$ cat src/rtl/assert_macros.svh
// ----------------------------------------------------------------------------
// assert_macros.svh
// Concurrent assertion macros, compiled out for synthesis.
// ----------------------------------------------------------------------------
`ifndef ASSERT_MACROS_SVH
`define ASSERT_MACROS_SVH

`ifndef SYNTHESIS

// Check under reset release, clocked on clk.
`define GQL_ASSERT(lbl, prop, msg) \
	lbl: assert property (@(posedge clk) disable iff (!arst_n) prop) else $error(msg);

// Check at every edge, reset included.
`define GQL_ASSERT_ALWAYS(lbl, prop, msg) \
	lbl: assert property (@(posedge clk) prop) else $error(msg);

`else

`define GQL_ASSERT(lbl, prop, msg)
`define GQL_ASSERT_ALWAYS(lbl, prop, msg)

`endif

`endif

$ cat src/rtl/gql_pkg.sv
// ----------------------------------------------------------------------------
// gql_pkg
// Types and constants shared by the glyph quad layout block.
// ----------------------------------------------------------------------------
package gql_pkg;

	localparam int POS_W      = 20;
	localparam int CODE_W     = 8;
	localparam int OFS_W      = 16;
	localparam int EXT_W      = 12;
	localparam int SCALE_W    = 12;
	localparam int LH_W       = 16;
	localparam int COLOR_W    = 32;
	localparam int TC_W       = 16;
	localparam int CFG_IDX_W  = 3;
	localparam int CFG_DATA_W = 32;

	localparam int SCALE_FRAC = 8;
	localparam int PIX_FRAC   = 4;
	// signed and unsigned product widths, scaled signed and unsigned widths, vertex sum width
	localparam int SP_W   = OFS_W + SCALE_W + 1;
	localparam int UP_W   = OFS_W + SCALE_W;
	localparam int SCL_W  = SP_W - SCALE_FRAC;
	localparam int USCL_W = UP_W - SCALE_FRAC;
	localparam int SUM_W  = 24;

	localparam logic [CODE_W-1:0] NEWLINE_CODE = 8'd10;

	localparam logic FUNC_LOAD   = 1'b0;
	localparam logic FUNC_LAYOUT = 1'b1;

	localparam logic [CFG_IDX_W-1:0] CFG_START_X     = 3'd0;
	localparam logic [CFG_IDX_W-1:0] CFG_START_Y     = 3'd1;
	localparam logic [CFG_IDX_W-1:0] CFG_SCALE       = 3'd2;
	localparam logic [CFG_IDX_W-1:0] CFG_LINE_HEIGHT = 3'd3;
	localparam logic [CFG_IDX_W-1:0] CFG_COLOR       = 3'd4;

	localparam int VTX_CNT_W = 3;
	localparam logic [VTX_CNT_W-1:0] VTX_V0   = 3'd0;
	localparam logic [VTX_CNT_W-1:0] VTX_V1   = 3'd1;
	localparam logic [VTX_CNT_W-1:0] VTX_V2   = 3'd2;
	localparam logic [VTX_CNT_W-1:0] VTX_V0B  = 3'd3;
	localparam logic [VTX_CNT_W-1:0] VTX_V2B  = 3'd4;
	localparam logic [VTX_CNT_W-1:0] VTX_LAST = 3'd5;

	typedef struct packed {
		logic                     func;
		logic [CODE_W-1:0]        char_code;
		logic                     first_char;
		logic signed [OFS_W-1:0]  load_x_offset;
		logic signed [OFS_W-1:0]  load_y_offset;
		logic [EXT_W-1:0]         load_width;
		logic [EXT_W-1:0]         load_height;
		logic signed [OFS_W-1:0]  load_advance;
		logic [TC_W-1:0]          load_u_left;
		logic [TC_W-1:0]          load_u_right;
		logic [TC_W-1:0]          load_v_bottom;
		logic [TC_W-1:0]          load_v_top;
	} req_t;

	typedef struct packed {
		logic signed [POS_W-1:0] vertex_x;
		logic signed [POS_W-1:0] vertex_y;
		logic [TC_W-1:0]         tex_u;
		logic [TC_W-1:0]         tex_v;
		logic [COLOR_W-1:0]      vertex_color;
		logic                    last_vertex;
	} vtx_t;

	typedef struct packed {
		logic [CFG_IDX_W-1:0]  index;
		logic [CFG_DATA_W-1:0] value;
	} cfg_t;

	typedef struct packed {
		logic signed [OFS_W-1:0] ofs_x;
		logic signed [OFS_W-1:0] ofs_y;
		logic [EXT_W-1:0]        width;
		logic [EXT_W-1:0]        height;
		logic signed [OFS_W-1:0] advance;
		logic [TC_W-1:0]         u_left;
		logic [TC_W-1:0]         u_right;
		logic [TC_W-1:0]         v_bottom;
		logic [TC_W-1:0]         v_top;
	} glyph_t;

	typedef struct packed {
		logic hit;
		logic newline;
		logic first_char;
	} ctl_t;

	typedef struct packed {
		ctl_t                    ctl;
		logic signed [SCL_W-1:0] sxo;
		logic signed [SCL_W-1:0] syo;
		logic signed [SCL_W-1:0] sadv;
		logic [USCL_W-1:0]       w;
		logic [USCL_W-1:0]       h;
		logic [USCL_W-1:0]       lh;
		logic [TC_W-1:0]         u_left;
		logic [TC_W-1:0]         u_right;
		logic [TC_W-1:0]         v_bottom;
		logic [TC_W-1:0]         v_top;
	} scaled_t;

endpackage

$ cat src/rtl/gql_scale.sv
// ----------------------------------------------------------------------------
// gql_scale
// Scales glyph metrics and line height by the configured factor, rounded.
// ----------------------------------------------------------------------------
module gql_scale (
	input  logic                               clk,
	input  logic                               arst_n,
	input  logic                               s1_valid,
	input  gql_pkg::ctl_t                      s1_ctl,
	input  gql_pkg::glyph_t                    s1_glyph,
	output logic                               s1_ready,
	input  logic [gql_pkg::SCALE_W-1:0]        scale,
	input  logic [gql_pkg::LH_W-1:0]           line_height,
	output logic                               s2_valid,
	output gql_pkg::scaled_t                   s2_data,
	input  logic                               s2_ready
);

	localparam int SP_W   = gql_pkg::SP_W;
	localparam int UP_W   = gql_pkg::UP_W;
	localparam int FRAC   = gql_pkg::SCALE_FRAC;
	localparam int ROUND  = 1 << (FRAC - 1);

	function automatic logic signed [gql_pkg::SCL_W-1:0] round_s(
		input logic signed [gql_pkg::OFS_W-1:0]   q,
		input logic signed [gql_pkg::SCALE_W:0]   s
	);
		logic signed [SP_W-1:0] p;
		p = SP_W'(q) * SP_W'(s) + SP_W'(ROUND);
		return p[SP_W-1:FRAC];
	endfunction

	function automatic logic [gql_pkg::USCL_W-1:0] round_u(
		input logic [gql_pkg::OFS_W-1:0]   q,
		input logic [gql_pkg::SCALE_W-1:0] s
	);
		logic [UP_W-1:0] p;
		p = UP_W'(q) * UP_W'(s) + UP_W'(ROUND);
		return p[UP_W-1:FRAC];
	endfunction

	logic signed [gql_pkg::SCALE_W:0] scl_s;
	gql_pkg::scaled_t                 nxt;
	logic                             s2_valid_q;
	gql_pkg::scaled_t                 data_s2;

	assign scl_s    = signed'({1'b0, scale});
	assign s1_ready = !s2_valid_q || s2_ready;

	always_comb begin
		nxt.ctl      = s1_ctl;
		nxt.sxo      = round_s(s1_glyph.ofs_x, scl_s);
		nxt.syo      = round_s(s1_glyph.ofs_y, scl_s);
		nxt.sadv     = round_s(s1_glyph.advance, scl_s);
		nxt.w        = round_u({s1_glyph.width, {gql_pkg::PIX_FRAC{1'b0}}}, scale);
		nxt.h        = round_u({s1_glyph.height, {gql_pkg::PIX_FRAC{1'b0}}}, scale);
		nxt.lh       = round_u(line_height, scale);
		nxt.u_left   = s1_glyph.u_left;
		nxt.u_right  = s1_glyph.u_right;
		nxt.v_bottom = s1_glyph.v_bottom;
		nxt.v_top    = s1_glyph.v_top;
	end

	always_ff @(posedge clk or negedge arst_n) begin
		if (!arst_n) begin
			s2_valid_q <= 1'b0;
		end else if (s1_ready) begin
			s2_valid_q <= s1_valid;
		end
	end

	always_ff @(posedge clk) begin
		if (s1_valid && s1_ready) begin
			data_s2 <= nxt;
		end
	end

	assign s2_valid = s2_valid_q;
	assign s2_data  = data_s2;

endmodule

$ cat config.mk
export PLATFORM = sky130hd
export DESIGN_NAME = gql_scale
export DESIGN_NICKNAME = d
export VERILOG_FILES = /design/src/rtl/assert_macros.svh /design/src/rtl/gql_pkg.sv /design/src/rtl/gql_scale.sv
export SDC_FILE = /design/constraint.sdc
export NUM_CORES = 2
export LEC_CHECK = 0
export BUFFER_PORTS_ARGS = -buffer_cell sky130_fd_sc_hd__buf_4
export CAP_MARGIN = 20
export CORE_MARGIN = 3
export CORE_UTILIZATION = 60
export DETAILED_ROUTE_END_ITERATION = 8
export GPL_ROUTABILITY_DRIVEN = 1
export GPL_TIMING_DRIVEN = 0
export PLACE_DENSITY = 0.8
export SLEW_MARGIN = 10
export SYNTH_ARGS = -nofsm -noshare
export SYNTH_HDL_FRONTEND = slang
export SYNTH_SLANG_ARGS = --single-unit
$ cat constraint.sdc
create_clock -name clk -period 7.3 [get_ports clk]
set_input_delay 0 -clock clk [delete_from_list [all_inputs] [get_ports clk]]
set_output_delay 0 -clock clk [all_outputs]
set_load 0.03 [all_outputs]
==> impl_results.md <==
* Die Area at between 0.07 and 0.08 mm^2
* Synth Flop Type: edfxtp_1
* CTS root buf: clkbuf_16
* Fin Setup TNS at 0 ns
* Slew Viols, Final at 0
* Yosys top cell area share at 40.7%
* Fillers at ~5.5k
* VDD IR-drop max at about 0.00056 V
* Layout area overhead at 12.4%
* Vias in the first global route at 34.6k
* Power Density at between 400 and 500 mW/mm^2
* Fin. Hold Viols at 0
* Setup Crit Path Kind: in -> reg
* Arr. time, crit path at about 7 ns
* DR WL/cell at 19.7 um
* Inst Count DP at 5,786
* Register area at 0.00573 mm^2
* First DRT Iteration DRCs at around 2.4k
* Top cells by area, synth: fa_1 (41%), edfxtp_1 (13%), ha_1 (13%), inv_1 (9.1%), and2_1 (6.7%)
* Setup bufs post-CTS at 0
* Synth Warn # at 0
* Layout Skew at between 0.015 and 0.02 ns
* Clock sink count at between 150 and 200
* Outcome: finished clean
* Cell variety after synth at 67
* DP HPWL at between 90 and 100 mm
* DR vias/cell at 5.48
* Clock Tree Buf Depth at 2
* Initial Util at 61.0%
* Leak at 24.4 nW
* Fmax at 145 MHz
* Syn avg cell area at approximately 9.6 um^2
* DIE WIDTH at ~270 um
* Tcrit/Tclk final at a little over nine tenths
* Sequential share of the synthesized area at 13.3%
* Clk Latency, worst-skew pair at 0.51 ns
* Slew @ Worst Pin at around 1.2 ns
* First-pass GRT wire length at roughly 190 mm
* Crit path time final at about 6.9 ns
* Async S/R FF share, synth at less than 1%
* Worst path slowest cell: clkbuf_1
* Max_slew headroom at between 10% and 20%
* DRT Wirelength at between 100 and 150 mm
* GRT Resource Usage Total at 32.5%
* DRC viols at 0
* Clock-pin transition on the worst setup and hold timing paths at 0.09 ns
* Largest net degree at the start of global routing at 62
* Synthesized area at 0.0430 mm^2
* Max Cap Violations at 0
* Grt ovf at 0
* Worst hold path type: in -> reg
* Critical path data required time at 7.56 ns
* Antenna violations before repair at 24
* Cell Count, Final, Fillers Out at between 5k and 6k
* Worst Path Max Fanout at 10
* Syn_nets at 5,980
* Endpoints failing setup at 0
* Port Buf Inserts at 352
* Core Region at 0.0705 mm^2
* Vias at 32.4k
* EDFF count, synth at 190
* H-tree depth at 4
* Most frequent cell after synthesis: inv_1
* Drt first pass iters at 5
* Cells after Synth at approximately 4.5k
* Synth Register Bits at ~190
* Footprint of the multi-input gates at 0.0326 mm^2
* Layout cell share with drive strength beyond 1 at 8.39%
* Row cnt at between 90 and 100
* RSZ-0062 raised after global routing: false
* Ordered cell list for the critical path: clkbuf_1 > clkbuf_1 > nand2_1 > fa_1 > fa_1 > inv_1 > fa_1 > inv_1 > fa_1 > inv_1 > fa_1 > ha_1 > ha_1 > a21o_1 > a21oi_1 > and3_1 > nand3_1 > a211oi_1 > o31ai_1 > o211ai_1 > nand2b_1 > xor2_1
* CTS tree: yes
* TritonCTS Buffers at 17
* Routability-driven placement congestion ratio at 0.971
* Startpoint types: input port
* DRT antenna net count at 0
* Critical Path Max Stage Delay at about 0.98 ns
* Most used cell, CP: fa_1
* Worst Setup End Kind: flip-flop
* Nets at 6,426
* Top-level port count at 363
* Die height at 274 um
* Cell taking the most area after synthesis: fa_1
* Commonest cells post-synth: inv_1 (1,044), fa_1 (874), nand2_1 (638)
-- metal layers --
metal	part of all wire (%)	track usage [%]
met3	10	8.20
met2	46	52.3
met5	0.11	0
met1	37	40.7
met4	5.8	16.8
-- where the power goes --
| part | internal, mW | switching [mW] | total (mW) |
|---|---|---|---|
| clock network | 0.503 | 0.543 | 1.05 |
| registers | 2.63 | 0.104 | 2.74 |
| logic | 8.52 | 11.6 | 20.1 |
| total | 11.7 | 12.3 | 23.9 |
-- placed cells by master (no fill, tap or decap), drive strengths merged, types with 5 or more instances in the layout --
| cell type | count |
|---|---|
| o21ai | 48 |
| edfxtp | 190 |
| nand3 | 22 |
| o21a | 25 |
| ha | 445 |
| and3 | 14 |
| o21bai | 6 |
| o31ai | 6 |
| a21oi | 69 |
| a31oi | 8 |
| a21o | 16 |
| nor3 | 30 |
| nor2 | 75 |
| nand2b | 19 |
| xnor2 | 115 |
| nor2b | 20 |
| nor4 | 5 |
| o211ai | 13 |
| or2 | 6 |
| a211oi | 20 |
| inv | 1053 |
| fa | 874 |
| dlygate4sd3 | 71 |
| xor2 | 43 |
| diode | 16 |
| buf | 358 |
| nand2 | 638 |
| clkinv | 5 |
| nand4 | 19 |
| clkbuf | 222 |
| and2 | 460 |
-- through the flow --
step                      cell area (um^2)  setup WS [ns]  power, mW  util, %  hold WS, ns
after floorplan                      43000           1.52       17.8        -       -0.296
after global placement               46800         -0.255       22.0     66.4       -0.216
after detailed placement             46900         -0.272       22.6     66.6       -0.216
after CTS                            48300          0.261       24.0     68.5       0.0170
after global routing                 48300         0.0954       26.6     68.5       0.0620
final                                48300          0.384       23.9     68.5       0.0618
-- path summary, 6_finish.rpt --
kind | from | to | slack [ns] | cells after the start
setup / recovery | scale[7] | s2_data[143]$_DFFE_PP_ | 0.38 | 22
hold reg to reg | s2_valid$_DFFE_PN0N_ | s2_data[57]$_DFFE_PP_ | 0.99 | 2
min in group asynchronous | arst_n | s2_valid$_DFFE_PN0N_ | 0.33 | 3
max in group asynchronous | arst_n | s2_valid$_DFFE_PN0N_ | 6.86 | 3
hold / removal | s1_glyph[120] | s2_data[166]$_DFFE_PP_ | 0.06 | 4
setup reg to reg | s2_valid$_DFFE_PN0N_ | s2_data[142]$_DFFE_PP_ | 5.32 | 4
-- worst max-delay path: cells and delay by family --
| kind | cells | cell delay [ns] |
|---|---|---|
| xor+xnor | 1 | 0.16 |
| compound gates | 5 | 1.47 |
| fa+ha+maj | 7 | 3.16 |
| simple gates | 4 | 0.63 |
| buf+inv | 5 | 1.74 |
-- cell families (layout without fill, tap and decap cells) --
kind of cell,after synthesis,count (layout),synth area share [%]
simple gates,1326,1326,15.1
fa+ha+maj,1319,1319,53.6
buf+inv,1252,1711,10.9
compound gates,240,240,3.62
flops,191,191,13.3
xor+xnor,160,160,3.32
mux,2,2,0.0465
other cells,0,16,0
-- area by class of cell --
cell class                 count  area share [%]
inverter                    1044            8.11
tap                          940            2.43
timing repair buffer         428            7.16
buffer                       207            1.64
antenna                       16          0.0828
clock buffer                  17           0.880
multi-input combinational   3047            67.4
sequential                   191            11.9
clock inverter                15           0.430
-- state kept, by name (all words and copies together) (netlist names) --
name / count
s2_data: 190
s2_valid: 1
-- what timing repair did --
item                                    CTS  global route
endpoints found under the hold margin    69             0
hold buffers                             71             0
endpoints found under the setup margin    0             8
resized for setup                         0            13
(Power assumes the default switching activity.)
