===== src/rtl/assert_macros.svh =====
// ----------------------------------------------------------------------------
// assert_macros.svh
// Concurrent assertion macros, compiled out for synthesis.
// ----------------------------------------------------------------------------
`ifndef ASSERT_MACROS_SVH
`define ASSERT_MACROS_SVH

`ifndef SYNTHESIS

// Check under reset release, clocked on clk.
`define GQL_ASSERT(lbl, prop, msg) \
	lbl: assert property (@(posedge clk) disable iff (!arst_n) prop) else $error(msg);

// Check at every edge, reset included.
`define GQL_ASSERT_ALWAYS(lbl, prop, msg) \
	lbl: assert property (@(posedge clk) prop) else $error(msg);

`else

`define GQL_ASSERT(lbl, prop, msg)
`define GQL_ASSERT_ALWAYS(lbl, prop, msg)

`endif

`endif


===== src/rtl/gql_pkg.sv =====
// ----------------------------------------------------------------------------
// gql_pkg
// Types and constants shared by the glyph quad layout block.
// ----------------------------------------------------------------------------
package gql_pkg;

	localparam int POS_W      = 20;
	localparam int CODE_W     = 8;
	localparam int OFS_W      = 16;
	localparam int EXT_W      = 12;
	localparam int SCALE_W    = 12;
	localparam int LH_W       = 16;
	localparam int COLOR_W    = 32;
	localparam int TC_W       = 16;
	localparam int CFG_IDX_W  = 3;
	localparam int CFG_DATA_W = 32;

	localparam int SCALE_FRAC = 8;
	localparam int PIX_FRAC   = 4;
	// signed and unsigned product widths, scaled signed and unsigned widths, vertex sum width
	localparam int SP_W   = OFS_W + SCALE_W + 1;
	localparam int UP_W   = OFS_W + SCALE_W;
	localparam int SCL_W  = SP_W - SCALE_FRAC;
	localparam int USCL_W = UP_W - SCALE_FRAC;
	localparam int SUM_W  = 24;

	localparam logic [CODE_W-1:0] NEWLINE_CODE = 8'd10;

	localparam logic FUNC_LOAD   = 1'b0;
	localparam logic FUNC_LAYOUT = 1'b1;

	localparam logic [CFG_IDX_W-1:0] CFG_START_X     = 3'd0;
	localparam logic [CFG_IDX_W-1:0] CFG_START_Y     = 3'd1;
	localparam logic [CFG_IDX_W-1:0] CFG_SCALE       = 3'd2;
	localparam logic [CFG_IDX_W-1:0] CFG_LINE_HEIGHT = 3'd3;
	localparam logic [CFG_IDX_W-1:0] CFG_COLOR       = 3'd4;

	localparam int VTX_CNT_W = 3;
	localparam logic [VTX_CNT_W-1:0] VTX_V0   = 3'd0;
	localparam logic [VTX_CNT_W-1:0] VTX_V1   = 3'd1;
	localparam logic [VTX_CNT_W-1:0] VTX_V2   = 3'd2;
	localparam logic [VTX_CNT_W-1:0] VTX_V0B  = 3'd3;
	localparam logic [VTX_CNT_W-1:0] VTX_V2B  = 3'd4;
	localparam logic [VTX_CNT_W-1:0] VTX_LAST = 3'd5;

	typedef struct packed {
		logic                     func;
		logic [CODE_W-1:0]        char_code;
		logic                     first_char;
		logic signed [OFS_W-1:0]  load_x_offset;
		logic signed [OFS_W-1:0]  load_y_offset;
		logic [EXT_W-1:0]         load_width;
		logic [EXT_W-1:0]         load_height;
		logic signed [OFS_W-1:0]  load_advance;
		logic [TC_W-1:0]          load_u_left;
		logic [TC_W-1:0]          load_u_right;
		logic [TC_W-1:0]          load_v_bottom;
		logic [TC_W-1:0]          load_v_top;
	} req_t;

	typedef struct packed {
		logic signed [POS_W-1:0] vertex_x;
		logic signed [POS_W-1:0] vertex_y;
		logic [TC_W-1:0]         tex_u;
		logic [TC_W-1:0]         tex_v;
		logic [COLOR_W-1:0]      vertex_color;
		logic                    last_vertex;
	} vtx_t;

	typedef struct packed {
		logic [CFG_IDX_W-1:0]  index;
		logic [CFG_DATA_W-1:0] value;
	} cfg_t;

	typedef struct packed {
		logic signed [OFS_W-1:0] ofs_x;
		logic signed [OFS_W-1:0] ofs_y;
		logic [EXT_W-1:0]        width;
		logic [EXT_W-1:0]        height;
		logic signed [OFS_W-1:0] advance;
		logic [TC_W-1:0]         u_left;
		logic [TC_W-1:0]         u_right;
		logic [TC_W-1:0]         v_bottom;
		logic [TC_W-1:0]         v_top;
	} glyph_t;

	typedef struct packed {
		logic hit;
		logic newline;
		logic first_char;
	} ctl_t;

	typedef struct packed {
		ctl_t                    ctl;
		logic signed [SCL_W-1:0] sxo;
		logic signed [SCL_W-1:0] syo;
		logic signed [SCL_W-1:0] sadv;
		logic [USCL_W-1:0]       w;
		logic [USCL_W-1:0]       h;
		logic [USCL_W-1:0]       lh;
		logic [TC_W-1:0]         u_left;
		logic [TC_W-1:0]         u_right;
		logic [TC_W-1:0]         v_bottom;
		logic [TC_W-1:0]         v_top;
	} scaled_t;

endpackage


===== src/rtl/gql_chan_if.sv =====
// ----------------------------------------------------------------------------
// gql_chan_if
// Valid/ready channel carrying one payload of type T per request.
// ----------------------------------------------------------------------------
interface gql_chan_if #(
	parameter type T = logic
);
	logic valid;
	logic ready;
	T     data;

	modport source (output valid, output data, input ready);
	modport sink (input valid, input data, output ready);
endinterface


===== src/rtl/gql_quad.sv =====
// ----------------------------------------------------------------------------
// gql_quad
// Pen update and six-vertex quad emitter feeding the vertex channel.
// ----------------------------------------------------------------------------
`include "assert_macros.svh"

module gql_quad (
	input  logic                              clk,
	input  logic                              arst_n,
	input  logic                              s2_valid,
	input  gql_pkg::scaled_t                  s2_data,
	output logic                              s2_ready,
	input  logic signed [gql_pkg::POS_W-1:0]  start_x,
	input  logic signed [gql_pkg::POS_W-1:0]  start_y,
	input  logic [gql_pkg::COLOR_W-1:0]       color_rgba,
	gql_chan_if.source                        vtx
);

	localparam int POS_W = gql_pkg::POS_W;
	localparam int SUM_W = gql_pkg::SUM_W;
	localparam int TC_W  = gql_pkg::TC_W;

	function automatic logic signed [POS_W-1:0] sat_pos(input logic signed [SUM_W-1:0] v);
		logic fits;
		fits = (v[SUM_W-1:POS_W-1] == '0) || (v[SUM_W-1:POS_W-1] == '1);
		if (fits) begin
			return v[POS_W-1:0];
		end else if (v[SUM_W-1]) begin
			return {1'b1, {(POS_W-1){1'b0}}};
		end else begin
			return {1'b0, {(POS_W-1){1'b1}}};
		end
	endfunction

	logic signed [POS_W-1:0]  pen_x_q, pen_y_q;
	logic signed [POS_W-1:0]  pen_bx, pen_by;
	logic signed [POS_W-1:0]  pen_x_n, pen_y_n;
	logic signed [SUM_W-1:0]  x0, y0, x1, y1;
	logic signed [POS_W-1:0]  x0_q, y0_q, x1_q, y1_q;
	logic [TC_W-1:0]          ul_q, ur_q, vb_q, vt_q;
	logic [gql_pkg::VTX_CNT_W-1:0] cnt_q;
	logic                     busy_q;
	logic                     fire, last_fire, can_load, step, load;
	gql_pkg::vtx_t            vout;

	assign fire      = vtx.valid && vtx.ready;
	assign last_fire = fire && (cnt_q == gql_pkg::VTX_LAST);
	assign can_load  = !busy_q || last_fire;
	assign s2_ready  = !s2_data.ctl.hit || can_load;
	assign step      = s2_valid && s2_ready;
	assign load      = step && s2_data.ctl.hit;

	always_comb begin
		pen_bx = s2_data.ctl.first_char ? start_x : pen_x_q;
		pen_by = s2_data.ctl.first_char ? start_y : pen_y_q;
		x0 = SUM_W'(pen_bx) + SUM_W'(s2_data.sxo);
		y0 = SUM_W'(pen_by) + SUM_W'(s2_data.syo);
		x1 = x0 + signed'(SUM_W'(s2_data.w));
		y1 = y0 + signed'(SUM_W'(s2_data.h));
		pen_x_n = pen_bx;
		pen_y_n = pen_by;
		if (s2_data.ctl.newline) begin
			pen_x_n = start_x;
			pen_y_n = sat_pos(SUM_W'(pen_by) + signed'(SUM_W'(s2_data.lh)));
		end else if (s2_data.ctl.hit) begin
			pen_x_n = sat_pos(SUM_W'(pen_bx) + SUM_W'(s2_data.sadv));
		end
	end

	always_ff @(posedge clk or negedge arst_n) begin
		if (!arst_n) begin
			pen_x_q <= '0;
			pen_y_q <= '0;
			busy_q  <= 1'b0;
			cnt_q   <= gql_pkg::VTX_V0;
		end else begin
			if (step) begin
				pen_x_q <= pen_x_n;
				pen_y_q <= pen_y_n;
			end
			if (load) begin
				busy_q <= 1'b1;
				cnt_q  <= gql_pkg::VTX_V0;
			end else if (last_fire) begin
				busy_q <= 1'b0;
			end else if (fire) begin
				cnt_q <= cnt_q + 1'b1;
			end
		end
	end

	always_ff @(posedge clk) begin
		if (load) begin
			x0_q <= sat_pos(x0);
			y0_q <= sat_pos(y0);
			x1_q <= sat_pos(x1);
			y1_q <= sat_pos(y1);
			ul_q <= s2_data.u_left;
			ur_q <= s2_data.u_right;
			vb_q <= s2_data.v_bottom;
			vt_q <= s2_data.v_top;
		end
	end

	always_comb begin
		vout.vertex_color = color_rgba;
		vout.last_vertex  = 1'b0;
		case (cnt_q)
			gql_pkg::VTX_V1: begin
				vout.vertex_x = x1_q;
				vout.vertex_y = y0_q;
				vout.tex_u    = ur_q;
				vout.tex_v    = vt_q;
			end
			gql_pkg::VTX_V2, gql_pkg::VTX_V2B: begin
				vout.vertex_x = x1_q;
				vout.vertex_y = y1_q;
				vout.tex_u    = ur_q;
				vout.tex_v    = vb_q;
			end
			gql_pkg::VTX_LAST: begin
				vout.vertex_x    = x0_q;
				vout.vertex_y    = y1_q;
				vout.tex_u       = ul_q;
				vout.tex_v       = vb_q;
				vout.last_vertex = 1'b1;
			end
			default: begin
				vout.vertex_x = x0_q;
				vout.vertex_y = y0_q;
				vout.tex_u    = ul_q;
				vout.tex_v    = vt_q;
			end
		endcase
	end

	assign vtx.valid = busy_q;
	assign vtx.data  = vout;

	`GQL_ASSERT(a_cnt_range, cnt_q <= gql_pkg::VTX_LAST, "vertex counter out of range")
	`GQL_ASSERT(a_load_start, load |=> (busy_q && cnt_q == gql_pkg::VTX_V0), "quad load lost")
	`GQL_ASSERT(a_drain, (last_fire && !load) |=> !busy_q, "emitter did not drain")
	`GQL_ASSERT(a_pen_hold, !step |=> ($stable(pen_x_q) && $stable(pen_y_q)), "pen moved idle")

endmodule


===== src/flat_wrapper.sv =====
// flat-port wrapper written by rule: the top's interface ports become plain ports
module gql_quad_flat 
  (clk, arst_n, s2_valid, s2_data, s2_ready, start_x, start_y, color_rgba, vtx_valid, vtx_data, vtx_ready);
  gql_chan_if vtx_i ();
  input  logic clk;
  input  logic arst_n;
  input  logic s2_valid;
  input  gql_pkg::scaled_t s2_data;
  output logic s2_ready;
  input  logic signed [gql_pkg::POS_W-1:0] start_x;
  input  logic signed [gql_pkg::POS_W-1:0] start_y;
  input  logic [gql_pkg::COLOR_W-1:0] color_rgba;
  output wire logic [$bits(vtx_i.valid)-1:0] vtx_valid;
  output wire logic [$bits(vtx_i.data)-1:0] vtx_data;
  input wire logic [$bits(vtx_i.ready)-1:0] vtx_ready;
  assign vtx_valid = vtx_i.valid;
  assign vtx_data = vtx_i.data;
  assign vtx_i.ready = vtx_ready;
  gql_quad u_core (.clk(clk), .arst_n(arst_n), .s2_valid(s2_valid), .s2_data(s2_data), .s2_ready(s2_ready), .start_x(start_x), .start_y(start_y), .color_rgba(color_rgba), .vtx(vtx_i));
endmodule

===== config.mk =====
export PLATFORM = sky130hd
export DESIGN_NAME = gql_quad_flat
export DESIGN_NICKNAME = d
export VERILOG_FILES = /design/src/rtl/gql_pkg.sv /design/src/rtl/gql_chan_if.sv /design/src/rtl/gql_quad.sv /design/src/flat_wrapper.sv
export VERILOG_INCLUDE_DIRS = /design/src /design/src/rtl
export SDC_FILE = /design/constraint.sdc
export NUM_CORES = 1
export LEC_CHECK = 0
export BUFFER_PORTS_ARGS = -buffer_cell sky130_fd_sc_hd__buf_4
export CAP_MARGIN = 20
export CORE_AREA = 2 2 104 106
export DETAILED_ROUTE_END_ITERATION = 16
export DIE_AREA = 0 0 106 108
export GPL_TIMING_DRIVEN = 0
export PLACE_DENSITY_LB_ADDON = 0.12
export REMOVE_ABC_BUFFERS = 1
export SYNTH_ARGS = -nofsm -noshare
export SYNTH_HDL_FRONTEND = slang
export SYNTH_SLANG_ARGS = --single-unit

===== constraint.sdc =====
create_clock -name clk -period 1.1 [get_ports clk]
set_clock_uncertainty 0.05 [all_clocks]
set_input_delay 0.055 -clock clk [delete_from_list [all_inputs] [get_ports clk]]
set_output_delay 0.055 -clock clk [all_outputs]
set_load 0.005 [all_outputs]

==> impl_metrics.py <==
metrics = {
    "status": {
        "outcome": "complete, but fails checks",
        "violations": "setup timing",
    },
    "timing": {
        "setup_tns_ps": -500,
        "rsz0062_at_grt": "true",
        "worst_slew_pin_slew_ps": 331,
        "drv_slew": 0,
        "finalHoldViolations": 0,
        "setup_slack_ps": -118,
        "fmax_mhz": 821,
        "period_minus_slack_ps": 1220,
        "max-slew-margin-rel_pct": 78.0,
        "post-route-period-util_pct": 111,
        "setup-violations-final": 6,
    },
    "route": {
        "drtIter0Drc": 10,
        "routed_wirelength_um": 838,
        "num_vias": 261,
        "avgViaCountPerCell": 1.47,
        "ant_nets": 0,
        "drc": 0,
        "drtPass1Iterations": 3,
        "post_drt_wl_per_cell_um": 4.73,
    },
    "floorplanning": {
        "die_x_um": 106,
        "initial_utilization_pct": 2.40,
        "coreArea_um2": 10200,
        "io_pins": 269,
        "fp.dieH_um": 108,
        "dieArea_um2": 11400,
        "std_cell_rows": 37,
    },
    "placement": {
        "dp.cells": 169,
        "gp_congestion": 0.583,
        "port_buffers": 7,
        "placed_area_um2": 468,
    },
    "power": {
        "vdd_ir_drop_max_mv": 0.364,
        "power_frac_seq_pct": 27.5,
        "pwr-share-comb_pct": 47.7,
        "power_density_nw_per_um2": 2100,
        "power.total_mw": 1.24,
        "power_frac_clock_pct": 24.7,
        "p_int_mw": 0.808,
        "leakage_nw": 0.211,
        "switching_share_pct": 34.9,
        "switchingPower_mw": 0.433,
    },
    "critical_path": {
        "end_kind": "flop",
        "worstSetupStartpointType": "flop",
        "crit_chain": "inv_2, ha_4, a21bo_1, mux2i_1, a22o_2",
        "crit_path_max_incr_delay_ps": 380,
        "crit_required_ps": 1150,
        "crit_type": "reg2reg",
        "crit_family": "flip-flops",
        "worstPathArrival_ps": 1270,
        "cp_max_fo": 5,
        "critical_path_buf_inv_count": 1,
        "cp_slowest_cell": "dfrtp_1",
    },
    "synthesis": {
        "synth_top_family_by_area": "simple AND/OR/NAND/NOR gates",
        "synth-xor-area-share_pct": 0,
        "synth_mux_area_share_pct": 4.08,
        "synth_largest_area_cell": "dfrtp_1",
        "synth_compound_area_share_pct": 19.4,
        "netlist_instances": 26,
        "synth_area_per_cell_um2": 9.43,
        "synth_area_um2": 245,
        "yosys-top-cells-area": "dfrtp_1, ha_1, nand3_1, nand2_1, a21bo_1",
        "yosysSeqAreaShare_pct": 40.8,
        "synth_fa_ha_area_share_pct": 10.2,
        "yosys.area.top_type_share_pct": 40.8,
        "synth-seq-cells": 4,
        "yosys_warnings": 0,
        "ys_types": 14,
        "yosys.area_share.simple_pct": 22.4,
    },
    "clock_tree": {
        "cts_tree": "built",
        "root_buffer": "clkbuf_8",
        "clkLatencyLatePin_ps": 220,
        "clk_pin_slew_ps": 30,
        "cts_buffer_depth": 2,
        "cts_buffers": 3,
        "clock-sinks": 4,
        "htree_levels": 1,
    },
    "grt": {
        "track_usage_pct": 1.90,
        "antenna_found_initial": 0,
        "overflow": 0,
        "grt_max_degree": 10,
        "grt_pass1_wl_um": 1480,
        "grt_pass1_vias": 297,
    },
    "cells_and_area": {
        "seqCellArea_um2": 101,
        "post_layout_nonfiller_instances": 177,
        "multiInputGateArea_um2": 174,
        "postLayoutCellArea_um2": 591,
        "drive_gt1_share_pct": 53.7,
        "nets": 311,
        "syn_to_final_growth_pct": 141,
        "fill_cells": 1200,
        "n_antenna_cell": 0,
        "fin_util_pct": 5.77,
    },
    "hold_path": {
        "min_path_type": "in2reg",
    },
    "job": {
        "drv_cap": 0,
    },
}
## worst paths after layout
path | start | to | slack, ps | cells past startpoint
setup / recovery | u_core.cnt_q[1]$_DFFE_PN0P_ | u_core.cnt_q[0]$_DFFE_PN0P_ | -120 | 5
hold / removal | s2_valid | u_core.vtx.valid$_DFFE_PN0P_ | 60 | 3
setup reg to reg | u_core.cnt_q[1]$_DFFE_PN0P_ | u_core.cnt_q[0]$_DFFE_PN0P_ | -120 | 5
hold reg to reg | u_core.cnt_q[1]$_DFFE_PN0P_ | u_core.cnt_q[1]$_DFFE_PN0P_ | 570 | 2
max in group asynchronous | arst_n | u_core.cnt_q[0]$_DFFE_PN0P_ | 740 | 2
min in group asynchronous | arst_n | u_core.cnt_q[1]$_DFFE_PN0P_ | 140 | 2
## stage by stage
stage | hold slack (ps) | setup WS (ps)
floorplan | -291 | -125
global placement | -192 | -364
finish | 64.3 | -118
detailed placement | -195 | -325
global route | 79.9 | -175
CTS | 60.3 | -126
## power groups by stage
stage          Clock, mW  Combinational [mW]  Sequential, mW
4_1_cts            0.316               0.584           0.336
2_1_floorplan          0               0.264           0.299
6_report           0.307               0.593           0.342
5_1_grt            0.333               0.678           0.363
3_3_place_gp           0               0.404           0.334
3_5_place_dp           0               0.401           0.332
## synthesized netlist by cell type (all sizes together)
library cell and count:
nand2 4, mux2i 1, inv 2, a21bo 1, o22ai 1, nand3 5, nand4b 1, o21ai 1
dfrtp 4, ha 2, a21boi 1, a22o 2, nand2b 1
## cell type report
class	count	share of cell area, %
clock buffers	3	6.99
inverters	2	1.27
multi-input cells	20	29.4
flip-flops and latches	4	17.2
well taps	136	28.8
repair buffers	12	16.3
## logic make-up after synthesis
family          after synthesis
simple gates                 11
compound gates                6
flops                         4
buf+inv                       2
fa+ha+maj                     2
mux                           1
## placed cells by master (no fill, tap or decap)
| cell | instances |
|---|---|
| o21ai_1 | 1 |
| nand3_1 | 3 |
| nand3_4 | 1 |
| dfrtp_2 | 1 |
| buf_4 | 10 |
| nand2_1 | 4 |
| a21bo_1 | 1 |
| a21boi_2 | 1 |
| dfrtp_1 | 3 |
| dlygate4sd3_1 | 1 |
| nand4b_1 | 1 |
| inv_1 | 1 |
| nand3_2 | 1 |
| a22o_1 | 1 |
| o22ai_1 | 1 |
| ha_2 | 1 |
| ha_4 | 1 |
| buf_6 | 1 |
| inv_2 | 1 |
| clkbuf_8 | 3 |
| nand2b_1 | 1 |
| mux2i_1 | 1 |
| a22o_2 | 1 |
## repair_timing
item                       CTS  global route
buffers inserted             4             0
gates resized for setup     11             1
setup endpoints to repair    6             6
hold buffers                 1             0
hold endpoints to repair     4             0
pin swaps                    5             2
## worst reg2reg max path: cells and delay by family, from the launching register on
kind	cells	cell delay, ps
buffers and inverters	1	80
AO/OA/AOI/OAI	2	360
flip-flops	1	380
adder cells (fa/ha/maj)	1	160
multiplexers	1	70
## routing by layer
layer  global-route usage (%)  up-vias  share of wire (%)
li1                         -      126                  -
met1                     2.28      121                 55
met2                     1.98       12                 31
met3                     1.39        2                8.5
met4                     1.97        0                5.4
met5                        0        -                  0
## state kept, by name (all words and copies together), names as in the netlist
signal            flops
u_core.cnt_q          3
u_core.vtx.valid      1
Power figures use the tool's default switching activity.
